File: src/rtl/fiss_pkg.sv
`timescale 1ns / 1ps
`default_nettype none
// ---------------------------------------------------------------------------
// fiss_pkg: shared types and constants of the FSK I/Q symbol slicer
// Widths of the sample path, symbol timing constants and register indexes.
// ---------------------------------------------------------------------------
package fiss_pkg;

	localparam int SAMPLE_W  = 16;
	localparam int PROD_W    = 2 * SAMPLE_W;
	localparam int DISC_W    = PROD_W + 1;
	localparam int SUM_W     = 48;
	localparam int SPS_W     = 24;
	localparam int PHASE_W   = SPS_W + 1;
	localparam int BYTE_W    = 8;
	localparam int BIT_IDX_W = 3;
	localparam int CFG_IDX_W = 2;
	localparam int CFG_W     = SPS_W;

	localparam logic [SPS_W-1:0] ONE_SAMPLE = 24'h01_0000;
	localparam logic [SPS_W-1:0] SPS_RESET  = 24'h04_0000;
	localparam logic [BIT_IDX_W-1:0] LAST_BIT = 3'd7;

	typedef enum logic [CFG_IDX_W-1:0] {
		CFG_SPS    = 2'd0,
		CFG_INVERT = 2'd1
	} cfg_index_t;

	typedef struct packed {
		logic              emit;
		logic [BYTE_W-1:0] byte_value;
	} slice_result_t;

endpackage

`default_nettype wire

File: src/rtl/fiss_slicer.sv
`timescale 1ns / 1ps
`default_nettype none
// ---------------------------------------------------------------------------
// fiss_slicer: discriminator accumulation, symbol timing and bit packing
// Holds the symbol sum, the Q9.16 timing phase and the partial byte.
// ---------------------------------------------------------------------------
module fiss_slicer (
	input  wire logic                                 clk,
	input  wire logic                                 arst_n,
	input  wire logic                                 take,
	input  wire logic signed [fiss_pkg::PROD_W-1:0]   prod_a,
	input  wire logic signed [fiss_pkg::PROD_W-1:0]   prod_b,
	input  wire logic        [fiss_pkg::SPS_W-1:0]    sym_period,
	input  wire logic                                 negate_disc,
	output fiss_pkg::slice_result_t                   result
);

	logic signed [fiss_pkg::SUM_W-1:0]     sum_q;
	logic        [fiss_pkg::PHASE_W-1:0]   phase_q;
	logic        [fiss_pkg::BYTE_W-1:0]    shift_q;
	logic        [fiss_pkg::BIT_IDX_W-1:0] bit_index_q;

	logic signed [fiss_pkg::DISC_W-1:0]    disc_raw;
	logic signed [fiss_pkg::DISC_W-1:0]    disc;
	logic signed [fiss_pkg::SUM_W-1:0]     sum_nx;
	logic        [fiss_pkg::SPS_W-1:0]     period;
	logic        [fiss_pkg::PHASE_W-1:0]   phase_inc;
	logic                                  slice;
	logic                                  bit_val;
	logic        [fiss_pkg::BYTE_W-1:0]    shift_nx;

	always_comb begin
		disc_raw = $signed({prod_a[fiss_pkg::PROD_W-1], prod_a})
			- $signed({prod_b[fiss_pkg::PROD_W-1], prod_b});
		disc = negate_disc ? -disc_raw : disc_raw;
		sum_nx = sum_q + {{(fiss_pkg::SUM_W - fiss_pkg::DISC_W){disc[fiss_pkg::DISC_W-1]}}, disc};
		// a period below one sample acts as one sample
		period = (sym_period < fiss_pkg::ONE_SAMPLE) ? fiss_pkg::ONE_SAMPLE
			: sym_period;
		phase_inc = phase_q + {1'b0, fiss_pkg::ONE_SAMPLE};
		slice = (phase_inc >= {1'b0, period});
		bit_val = ~sum_nx[fiss_pkg::SUM_W-1];
		shift_nx = shift_q | (fiss_pkg::BYTE_W'(bit_val) << bit_index_q);
		result.emit = take && slice && (bit_index_q == fiss_pkg::LAST_BIT);
		result.byte_value = shift_nx;
	end

	always_ff @(posedge clk or negedge arst_n) begin
		if (!arst_n) begin
			sum_q       <= '0;
			phase_q     <= '0;
			shift_q     <= '0;
			bit_index_q <= '0;
		end else if (take) begin
			if (slice) begin
				sum_q       <= '0;
				phase_q     <= phase_inc - {1'b0, period};
				bit_index_q <= bit_index_q + 1'b1;
				shift_q     <= (bit_index_q == fiss_pkg::LAST_BIT) ? '0 : shift_nx;
			end else begin
				sum_q   <= sum_nx;
				phase_q <= phase_inc;
			end
		end
	end

	a_emit_only_on_take: assert property (@(posedge clk) disable iff (!arst_n)
		result.emit |-> take && slice)
		else $error("byte emitted without a symbol decision");

	a_byte_clears: assert property (@(posedge clk) disable iff (!arst_n)
		result.emit |=> shift_q == '0 && bit_index_q == '0)
		else $error("bit packer not cleared after a byte");

	a_phase_below_period: assert property (@(posedge clk) disable iff (!arst_n)
		(take && slice && $stable(sym_period)
			&& phase_inc < {1'b0, period} + {1'b0, period})
		|=> phase_q < {1'b0, $past(period)})
		else $error("timing phase left at or above the period");

endmodule

`default_nettype wire

File: src/rtl/fsk_iq_symbol_slicer_unit.sv
`timescale 1ns / 1ps
`default_nettype none
// ---------------------------------------------------------------------------
// fsk_iq_symbol_slicer_unit: differential-phase FSK demodulator and slicer
//
// Input channel (in_valid / in_stall) takes one signed I/Q sample pair per
// request. The first pair after reset only primes the previous-sample store.
// Each later pair forms I*Qprev - Q*Iprev, which is summed over a symbol;
// a Q9.16 phase counter advancing by 1.0 per pair decides when a symbol ends,
// and the sum's sign (zero counts as positive) gives one bit, packed LSB
// first. Every eighth bit leaves on the output channel (out_valid /
// out_stall) as byte_value.
// Throughput: one pair per cycle unless the output stalls, set by the
// three-register pipeline (input register, product register, output
// register). The slicer feeds the output register from the product register.
// A stalled output holds its byte; pairs keep entering until the pipeline
// behind the output register is full, then in_stall rises. Reset clears the
// pipeline and all symbol state and loads the registers with 4.0 samples per
// symbol and no inversion. Registers are written via cfg_write / cfg_index /
// cfg_data, by the user only while the block is idle; it is not checked.
// ---------------------------------------------------------------------------
module fsk_iq_symbol_slicer_unit (
	input  wire logic                                 clk,
	input  wire logic                                 arst_n,
	input  wire logic                                 cfg_write,
	input  wire logic        [fiss_pkg::CFG_IDX_W-1:0] cfg_index,
	input  wire logic        [fiss_pkg::CFG_W-1:0]    cfg_data,
	input  wire logic                                 in_valid,
	output logic                                      in_stall,
	input  wire logic signed [fiss_pkg::SAMPLE_W-1:0] i_sample,
	input  wire logic signed [fiss_pkg::SAMPLE_W-1:0] q_sample,
	output logic                                      out_valid,
	input  wire logic                                 out_stall,
	output logic             [fiss_pkg::BYTE_W-1:0]   byte_value
);

	logic [fiss_pkg::SPS_W-1:0] sps_q;
	logic                       invert_q;

	logic                                 valid_s1;
	logic signed [fiss_pkg::SAMPLE_W-1:0] i_s1;
	logic signed [fiss_pkg::SAMPLE_W-1:0] q_s1;
	logic signed [fiss_pkg::SAMPLE_W-1:0] prev_i_q;
	logic signed [fiss_pkg::SAMPLE_W-1:0] prev_q_q;
	logic                                 have_prev_q;

	logic                                 valid_s2;
	logic signed [fiss_pkg::PROD_W-1:0]   prod_a_s2;
	logic signed [fiss_pkg::PROD_W-1:0]   prod_b_s2;

	logic                    out_valid_q;
	logic [fiss_pkg::BYTE_W-1:0] byte_q;

	logic                    out_free;
	logic                    take;
	logic                    load_s2;
	logic                    load_s1;
	fiss_pkg::slice_result_t slice_res;

	// register writes
	always_ff @(posedge clk or negedge arst_n) begin
		if (!arst_n) begin
			sps_q    <= fiss_pkg::SPS_RESET;
			invert_q <= 1'b0;
		end else if (cfg_write) begin
			unique case (fiss_pkg::cfg_index_t'(cfg_index))
				fiss_pkg::CFG_SPS:    sps_q    <= cfg_data;
				fiss_pkg::CFG_INVERT: invert_q <= cfg_data[0];
				default: ;
			endcase
		end
	end

	// elastic pipeline control: each stage moves when the next one has room
	always_comb begin
		out_free = !out_valid_q || !out_stall;
		take     = valid_s2 && out_free;
		load_s2  = !valid_s2 || take;
		load_s1  = !valid_s1 || load_s2;
		in_stall = !load_s1;
	end

	always_ff @(posedge clk or negedge arst_n) begin
		if (!arst_n) begin
			valid_s1 <= 1'b0;
		end else if (load_s1) begin
			valid_s1 <= in_valid;
		end
	end

	always_ff @(posedge clk) begin
		if (load_s1 && in_valid) begin
			i_s1 <= i_sample;
			q_s1 <= q_sample;
		end
	end

	always_ff @(posedge clk or negedge arst_n) begin
		if (!arst_n) begin
			prev_i_q    <= '0;
			prev_q_q    <= '0;
			have_prev_q <= 1'b0;
			valid_s2    <= 1'b0;
		end else if (load_s2) begin
			// the first pair only primes the previous-sample store
			valid_s2 <= valid_s1 && have_prev_q;
			if (valid_s1) begin
				prev_i_q    <= i_s1;
				prev_q_q    <= q_s1;
				have_prev_q <= 1'b1;
			end
		end
	end

	always_ff @(posedge clk) begin
		if (load_s2 && valid_s1) begin
			prod_a_s2 <= fiss_pkg::PROD_W'(i_s1) * fiss_pkg::PROD_W'(prev_q_q);
			prod_b_s2 <= fiss_pkg::PROD_W'(q_s1) * fiss_pkg::PROD_W'(prev_i_q);
		end
	end

	fiss_slicer u_slicer (
		.clk         (clk),
		.arst_n      (arst_n),
		.take        (take),
		.prod_a      (prod_a_s2),
		.prod_b      (prod_b_s2),
		.sym_period  (sps_q),
		.negate_disc (invert_q),
		.result      (slice_res)
	);

	always_ff @(posedge clk or negedge arst_n) begin
		if (!arst_n) begin
			out_valid_q <= 1'b0;
		end else if (out_free) begin
			out_valid_q <= slice_res.emit;
		end
	end

	always_ff @(posedge clk) begin
		if (slice_res.emit) begin
			byte_q <= slice_res.byte_value;
		end
	end

	assign out_valid  = out_valid_q;
	assign byte_value = byte_q;

	a_no_overwrite: assert property (@(posedge clk) disable iff (!arst_n)
		slice_res.emit |-> !(out_valid_q && out_stall))
		else $error("byte produced while the output register is held");

	a_prime_only: assert property (@(posedge clk) disable iff (!arst_n)
		(valid_s1 && !have_prev_q && load_s2) |=> !valid_s2 && have_prev_q)
		else $error("priming pair reached the accumulator");

	a_prev_sticks: assert property (@(posedge clk) disable iff (!arst_n)
		have_prev_q |=> have_prev_q)
		else $error("previous-sample flag dropped");

	a_take_needs_item: assert property (@(posedge clk) disable iff (!arst_n)
		take |-> valid_s2)
		else $error("accumulator advanced without a product pair");

endmodule

`default_nettype wire

File: config.mk
export PLATFORM = sky130hd
export DESIGN_NAME = fsk_iq_symbol_slicer_unit
export DESIGN_NICKNAME = d
export VERILOG_FILES = /design/src/rtl/fiss_pkg.sv /design/src/rtl/fiss_slicer.sv /design/src/rtl/fsk_iq_symbol_slicer_unit.sv
export SDC_FILE = /design/constraint.sdc
export NUM_CORES = 2
export LEC_CHECK = 0
export ABC_AREA = 1
export BUFFER_PORTS_ARGS = -buffer_cell sky130_fd_sc_hd__buf_4
export CORE_ASPECT_RATIO = 1.1
export CORE_MARGIN = 10
export CORE_UTILIZATION = 55
export DETAILED_ROUTE_END_ITERATION = 10
export PLACE_DENSITY = 0.81
export SLEW_MARGIN = 20
export SYNTH_ARGS = -nofsm -noshare
export SYNTH_HDL_FRONTEND = slang
export SYNTH_SLANG_ARGS = --single-unit
File: constraint.sdc
create_clock -name clk -period 6.1 [get_ports clk]
set_input_delay 1.83 -clock clk [delete_from_list [all_inputs] [get_ports clk]]
set_output_delay 1.83 -clock clk [all_outputs]
set_load 0.01 [all_outputs]
Yosys cells after proc, flatten, opt, wreduce, memory -nomap -nowiden
Index checks and enable logic that the tools add are counted.
W data, S select, Z words.
{"block": "totals", "latch_bits": 0, "input_bits": 63, "wordCells": 56, "reg_bits": 249, "rom_bits": 0, "mem_count": 0, "output_inout_bits": 10, "ram_bits": 0}
{"block": "classes", "bitwise_logic": 2, "div_mod_pow": 0, "n_lt_le_gt_ge": 2, "n_addsub": 6, "shifts": 1, "n_mul": 2, "eq_ne": 2, "n_reduce_logical": 19, "muxes": 5}
{"cell": "$mul A16 B16 Y32", "n": 2}
{"cell": "$add A48 B48 Y48", "n": 1}
{"cell": "$mux W48", "n": 1}
{"cell": "$mux W33", "n": 1}
{"cell": "$neg A33 Y33", "n": 1}
{"cell": "$sub A32 B32 Y33", "n": 1}
{"cell": "$add A25 B17 Y25 const B", "n": 1}
{"cell": "$ge A25 B24 Y1", "n": 1}
{"cell": "$mux W25", "n": 1}
{"cell": "$sub A25 B24 Y25", "n": 1}
{"cell": "$lt A24 B17 Y1 const B", "n": 1}
{"cell": "$mux W24", "n": 1}
{"cell": "$mux W8", "n": 1}
{"cell": "$or A8 B8 Y8", "n": 1}
{"cell": "$reduce_and A2 Y1", "n": 4}
{"cell": "$shl A1 B3 Y8", "n": 1}
{"cell": "$logic_and A1 B1 Y1", "n": 6}
{"cell": "$logic_not A1 Y1", "n": 5}
{"cell": "$add A3 B1 Y3 const B", "n": 1}
{"cell": "$eq A3 B3 Y1 const B", "n": 1}
{"cell": "$logic_or A1 B1 Y1", "n": 3}
{"cell": "$eq A2 B1 Y1 const B", "n": 1}
{"cell": "$logic_not A2 Y1", "n": 1}
{"cell": "$not A1 Y1", "n": 1}

Logic depth before layout (Yosys ltp)
{"block": "logic_depth", "depth_word": 8, "mapped_depth": 35, "depth_no_buf": 34}

Hierarchy
From an unflattened synthesis, not the netlist that was laid out.
{"block": "hier_totals", "cells_unflattened": 4954, "hier_area_um2": 37741.2}
{"module": "fsk_iq_symbol_slicer_unit", "area_each_um2": 26928.3, "cells_each": 3231, "seq_area_each_um2": 4650.7, "instances": 1}
{"module": "fiss_slicer", "area_each_um2": 10812.9, "cells_each": 1723, "seq_area_each_um2": 2102.0, "instances": 1}

Least setup slack after synthesis
OpenSTA, ideal clock, no wires.
{"block": "synth_timing", "kind": "flip-flop to flip-flop", "startpoint": "reg prev_i_q[1] in the netlist's numbering", "endpoint": "reg prod_b_s2[28] in the netlist's numbering, data pin", "setup_time_ps": 262, "synth_period_minus_slack_ps": 6177, "path_stages_with_launch": 25, "path_buffers": 2, "t_required_ps": 5838, "setup_slack_ps": -77, "arrival_time_ps": 5915, "cell_sequence": "dfrtp_1 > clkbuf_1 > clkbuf_1 > nand2_1 > fa_1 > inv_1 > fa_1 > inv_1 > fa_1 > fa_1 > inv_1 > fa_1 > inv_1 > fa_1 > inv_1 > ha_1 > a21oi_1 > o21ai_0 > a21oi_1 > o21bai_1 > a21boi_0 > o21ai_1 > a21oi_1 > o21ai_1 > xor2_1"}
{"block": "synth_via", "elab_chain_cells": 1}
{"item": "start: declaration", "line": "fsk_iq_symbol_slicer_unit.sv:43", "rtl": "logic signed [fiss_pkg::SAMPLE_W-1:0] prev_i_q;"}
{"item": "start signal: assignment", "line": "fsk_iq_symbol_slicer_unit.sv:108", "rtl": "prev_i_q <= i_s1;"}
{"item": "$mul A16 B16 Y32", "line": "fsk_iq_symbol_slicer_unit.sv:118", "rtl": "prod_b_s2 <= fiss_pkg::PROD_W'(q_s1) * fiss_pkg::PROD_W'(prev_i_q);"}
{"item": "end signal: assignment", "line": "fsk_iq_symbol_slicer_unit.sv:118"}
{"item": "end: declaration", "line": "fsk_iq_symbol_slicer_unit.sv:49", "rtl": "logic signed [fiss_pkg::PROD_W-1:0] prod_b_s2;"}
No other way between the ends.
A chain may end at the register's enable or synchronous reset.

Final worst setup path
{"block": "layout_timing", "startpoint": "reg i_s1[15] in the netlist's numbering", "endpoint": "reg prod_a_s2[30] in the netlist's numbering, data pin"}
{"block": "layout_via", "elab_chain_cells": 1}
{"item": "start: declaration", "line": "fsk_iq_symbol_slicer_unit.sv:41", "rtl": "logic signed [fiss_pkg::SAMPLE_W-1:0] i_s1;"}
{"item": "start signal: assignment", "line": "fsk_iq_symbol_slicer_unit.sv:93", "rtl": "i_s1 <= i_sample;"}
{"item": "$mul A16 B16 Y32", "line": "fsk_iq_symbol_slicer_unit.sv:117", "rtl": "prod_a_s2 <= fiss_pkg::PROD_W'(i_s1) * fiss_pkg::PROD_W'(prev_q_q);"}
{"item": "end signal: assignment", "line": "fsk_iq_symbol_slicer_unit.sv:117"}
{"item": "end: declaration", "line": "fsk_iq_symbol_slicer_unit.sv:48", "rtl": "logic signed [fiss_pkg::PROD_W-1:0] prod_a_s2;"}
No other way between the ends.

==> flow_metrics.env <==
export IMPL_hold_class="reg -> reg"
export IMPL_slew_viol_final=0
export IMPL_post_drt_wl_per_cell_um=16.88
export IMPL_synthArstFlopShare=0.5823
export IMPL_max_clock_freq_mhz=168.7
export IMPL_fp_row_count=98
export IMPL_first_pass_iters=5
export IMPL_design_area_um2=39390
export IMPL_crit_top_cell="fa_1"
export IMPL_htree_levels=1
export IMPL_root_buffer="clkbuf_16"
export IMPL_slowest_delay_ns=0.58
export IMPL_core_um2=64860
export IMPL_areaGrowthSynthToFinish_pct=9.713
export IMPL_path_max_fanout=6
export IMPL_critical_path_top_delay_family="adder cells"
export IMPL_ff_latch_area_um2=6768
export IMPL_met2_usage=0.4335
export IMPL_grt_met3_usage=0.02970
export IMPL_critPathKind="reg -> reg"
export IMPL_synth_area_leaders="fa_1 (29%), nand2_1 (12%), inv_1 (11%), dfrtp_1 (10%), ha_1 (9.5%)"
export IMPL_placed_area_um2=37770
export IMPL_synth_cell_area_um2=35900
export IMPL_path_clk_slew_ns=0.06
export IMPL_pin_count=73
export IMPL_start_util=0.5535
export IMPL_synth_top_cell_area_share=0.2939
export IMPL_antenna_found_initial=0
export IMPL_final_common_cell="nand2_1"
export IMPL_avgSynthCellArea_um2=8.001
export IMPL_ys_warn_count=0
export IMPL_grt_max_degree=87
export IMPL_grt_pass1_vias=30230
export IMPL_cp_start_kind="register"
export IMPL_cap_viol_max_count=0
export IMPL_cp_end_kind="register"
export IMPL_grt_busiest_layer="met2"
export IMPL_critPathRequiredTime_ns=6.42
export IMPL_yosysTopAreaCell="fa_1"
export IMPL_num_vias=29040
export IMPL_nets=5446
export IMPL_tns_ns=0
export IMPL_crit_start="i_s1[15]$_DFFE_PP_"
export IMPL_critPathBufInv=6
export IMPL_grt_pass1_wl_um=150500
export IMPL_worst_pin_slew_ns=0.9009
export IMPL_final_cell_mix="nand2_1 (1,136), inv_1 (1,097), fa_1 (521), ha_1 (267), buf_4 (211)"
export IMPL_io_buffers=72
export IMPL_cts_tree="done"
export IMPL_synth_edf_count=104
export IMPL_dpl_hpwl_um=75580
export IMPL_outcome="completed"
export IMPL_clk_latency_ns=0.61
export IMPL_critPathArrivalTime_ns=6.25
export IMPL_path_cells="buf_2 > nand2_1 > inv_1 > fa_1 > fa_2 > buf_4 > fa_1 > inv_1 > fa_1 > fa_1 > fa_1 > inv_1 > ha_1 > nand2_1 > nor2_1 > inv_1 > nor2_1 > nand4_1 > o311ai_0 > xor2_1"
export IMPL_drc=0
export IMPL_grt_use_met1=0.2838
export IMPL_fill_cells=5376
export IMPL_die_y_um=288.0
export IMPL_grt_overflow=0
export IMPL_ys_types=58
export IMPL_hold_viol=0
export IMPL_synth_nets=5350
export IMPL_routed_wl_um=92130
export IMPL_die_w_um=263.6
export IMPL_synthFlopType="dfrtp_1"
export IMPL_syn_inst=4487
export IMPL_ctsHoldBuffers=0
export IMPL_via_per_inst=5.322
export IMPL_hold_path_startpoint="have_prev_q$_DFFE_PN0P_"
export IMPL_worst_slack_ns=0.1718
export IMPL_grtUsageTotal=0.2436
export IMPL_crit_slowest_cell="fa_1"
export IMPL_multi_input_comb_area_um2=24580
export IMPL_slew_headroom=0.3980
export IMPL_ys_ff_latch=249
export IMPL_drt_iter0_drc=2272
export IMPL_cts_made_buffers=30
export IMPL_seq_area_frac_synth=0.1881
export IMPL_gp_congestion=0.9643
export IMPL_skew_ns=0.02467
export IMPL_layout_drive_gt1_share=0.08900
export IMPL_pre_cts_ws_ns=-0.03932
export IMPL_cts_sinks=249
export IMPL_diodes=0
export IMPL_setup_violations=0
export IMPL_r2r_start="i_s1[15]$_DFFE_PP_"
export IMPL_die_area_um2=75910
export IMPL_period_share=0.9718
export IMPL_min_period_ns=5.928
export IMPL_antenna_left=0
export IMPL_cts_max_path_buffers=3
## metrics by stage
step | hold slack, ns | util | instances
final | 0.4558 | 0.6072 | 5457
after CTS | 0.4614 | 0.5987 | 5414
after detailed placement | 0.4454 | 0.5822 | 5358
after global routing | 0.4950 | 0.6072 | 5457
after floorplan | 0.4194 | - | 4487
after global placement | 0.4313 | 0.5822 | 5358
## metal layers
layer / routed length, µm / part of all wire
met2: 46030 / 0.50
met5: 0 / 0
met1: 34740 / 0.38
met3: 5743 / 0.062
met4: 5609 / 0.061
## synth_stat cells, types with 4 or more instances
| library cell | n |
|---|---|
| buf_1 | 6 |
| inv_1 | 1097 |
| nand3_2 | 4 |
| o211ai_1 | 5 |
| nor2_1 | 167 |
| a21oi_1 | 186 |
| o221ai_1 | 6 |
| o21a_1 | 4 |
| nand2_2 | 18 |
| nor3_1 | 12 |
| mux2_2 | 16 |
| ha_1 | 273 |
| nand2_1 | 1142 |
| a21o_1 | 9 |
| or2_2 | 7 |
| o21ai_1 | 14 |
| nand3b_1 | 6 |
| fa_1 | 527 |
| o31ai_1 | 4 |
| dfrtp_1 | 144 |
| clkbuf_1 | 150 |
| o21bai_1 | 11 |
| a31oi_1 | 14 |
| nor4_1 | 8 |
| nand3_1 | 102 |
| xnor2_1 | 72 |
| a32o_1 | 5 |
| nand4_1 | 33 |
| o2111ai_1 | 4 |
| nor2_2 | 15 |
| inv_2 | 6 |
| o21ai_0 | 175 |
| edfxtp_1 | 104 |
| xor2_1 | 101 |
## flip-flops by register name, summed over array words and instances, names as in the netlist, 16 cells and up
register	count
u_slicer.sum_q	48
prod_a_s2	32
prod_b_s2	32
u_slicer.phase_q	25
sps_q	24
i_s1	16
prev_i_q	16
prev_q_q	16
q_s1	16
## path summary, 6_finish.rpt
check / to / slack (ns) / cells past startpoint
min: have_prev_q$_DFFE_PN0P_ / 0.46 / 2
max reg2reg: prod_a_s2[30]$_DFFE_PP_ / 0.17 / 20
max: prod_a_s2[30]$_DFFE_PP_ / 0.17 / 20
min in group asynchronous: u_slicer.sum_q[6]$_DFFE_PN0P_ / 1.23 / 1
max in group asynchronous: sps_q[18]$_DFFE_PN1P_ / 3.95 / 2
min reg2reg: have_prev_q$_DFFE_PN0P_ / 0.46 / 2
## cell families (layout without fill, tap and decap cells)
family,Yosys count,count (layout),synth area share
simple gates,1527,1527,0.1724
compound gates,456,456,0.06998
mux,16,16,0.005018
buf+inv,1264,1384,0.1324
fa+ha+maj,800,800,0.3890
xor+xnor,175,175,0.04311
flops,249,249,0.1881
## area by class of cell
type | instances | area share
Clock buffer | 34 | 0.02020
Timing Repair Buffer | 224 | 0.04488
Inverter | 1104 | 0.1052
Sequential cell | 249 | 0.1718
Tap cell | 850 | 0.02700
Multi-Input combinational cell | 2974 | 0.6242
Clock inverter | 22 | 0.006734
## what timing repair did
item	4_1_cts	5_1_grt
buffers inserted	0	43
pin swaps	0	8
resized for setup	5	58
setup endpoints to repair	4	20
endpoints found under the hold margin	0	0
## tightest hold or removal path: stages, from the launching register on
cell	delay, ns
dfrtp_1	0.33
inv_1	0.04
nand2_1	0.05
Power is not shown: default switching activity piles up to over one toggle a cycle in this logic, so the estimate is an artifact.
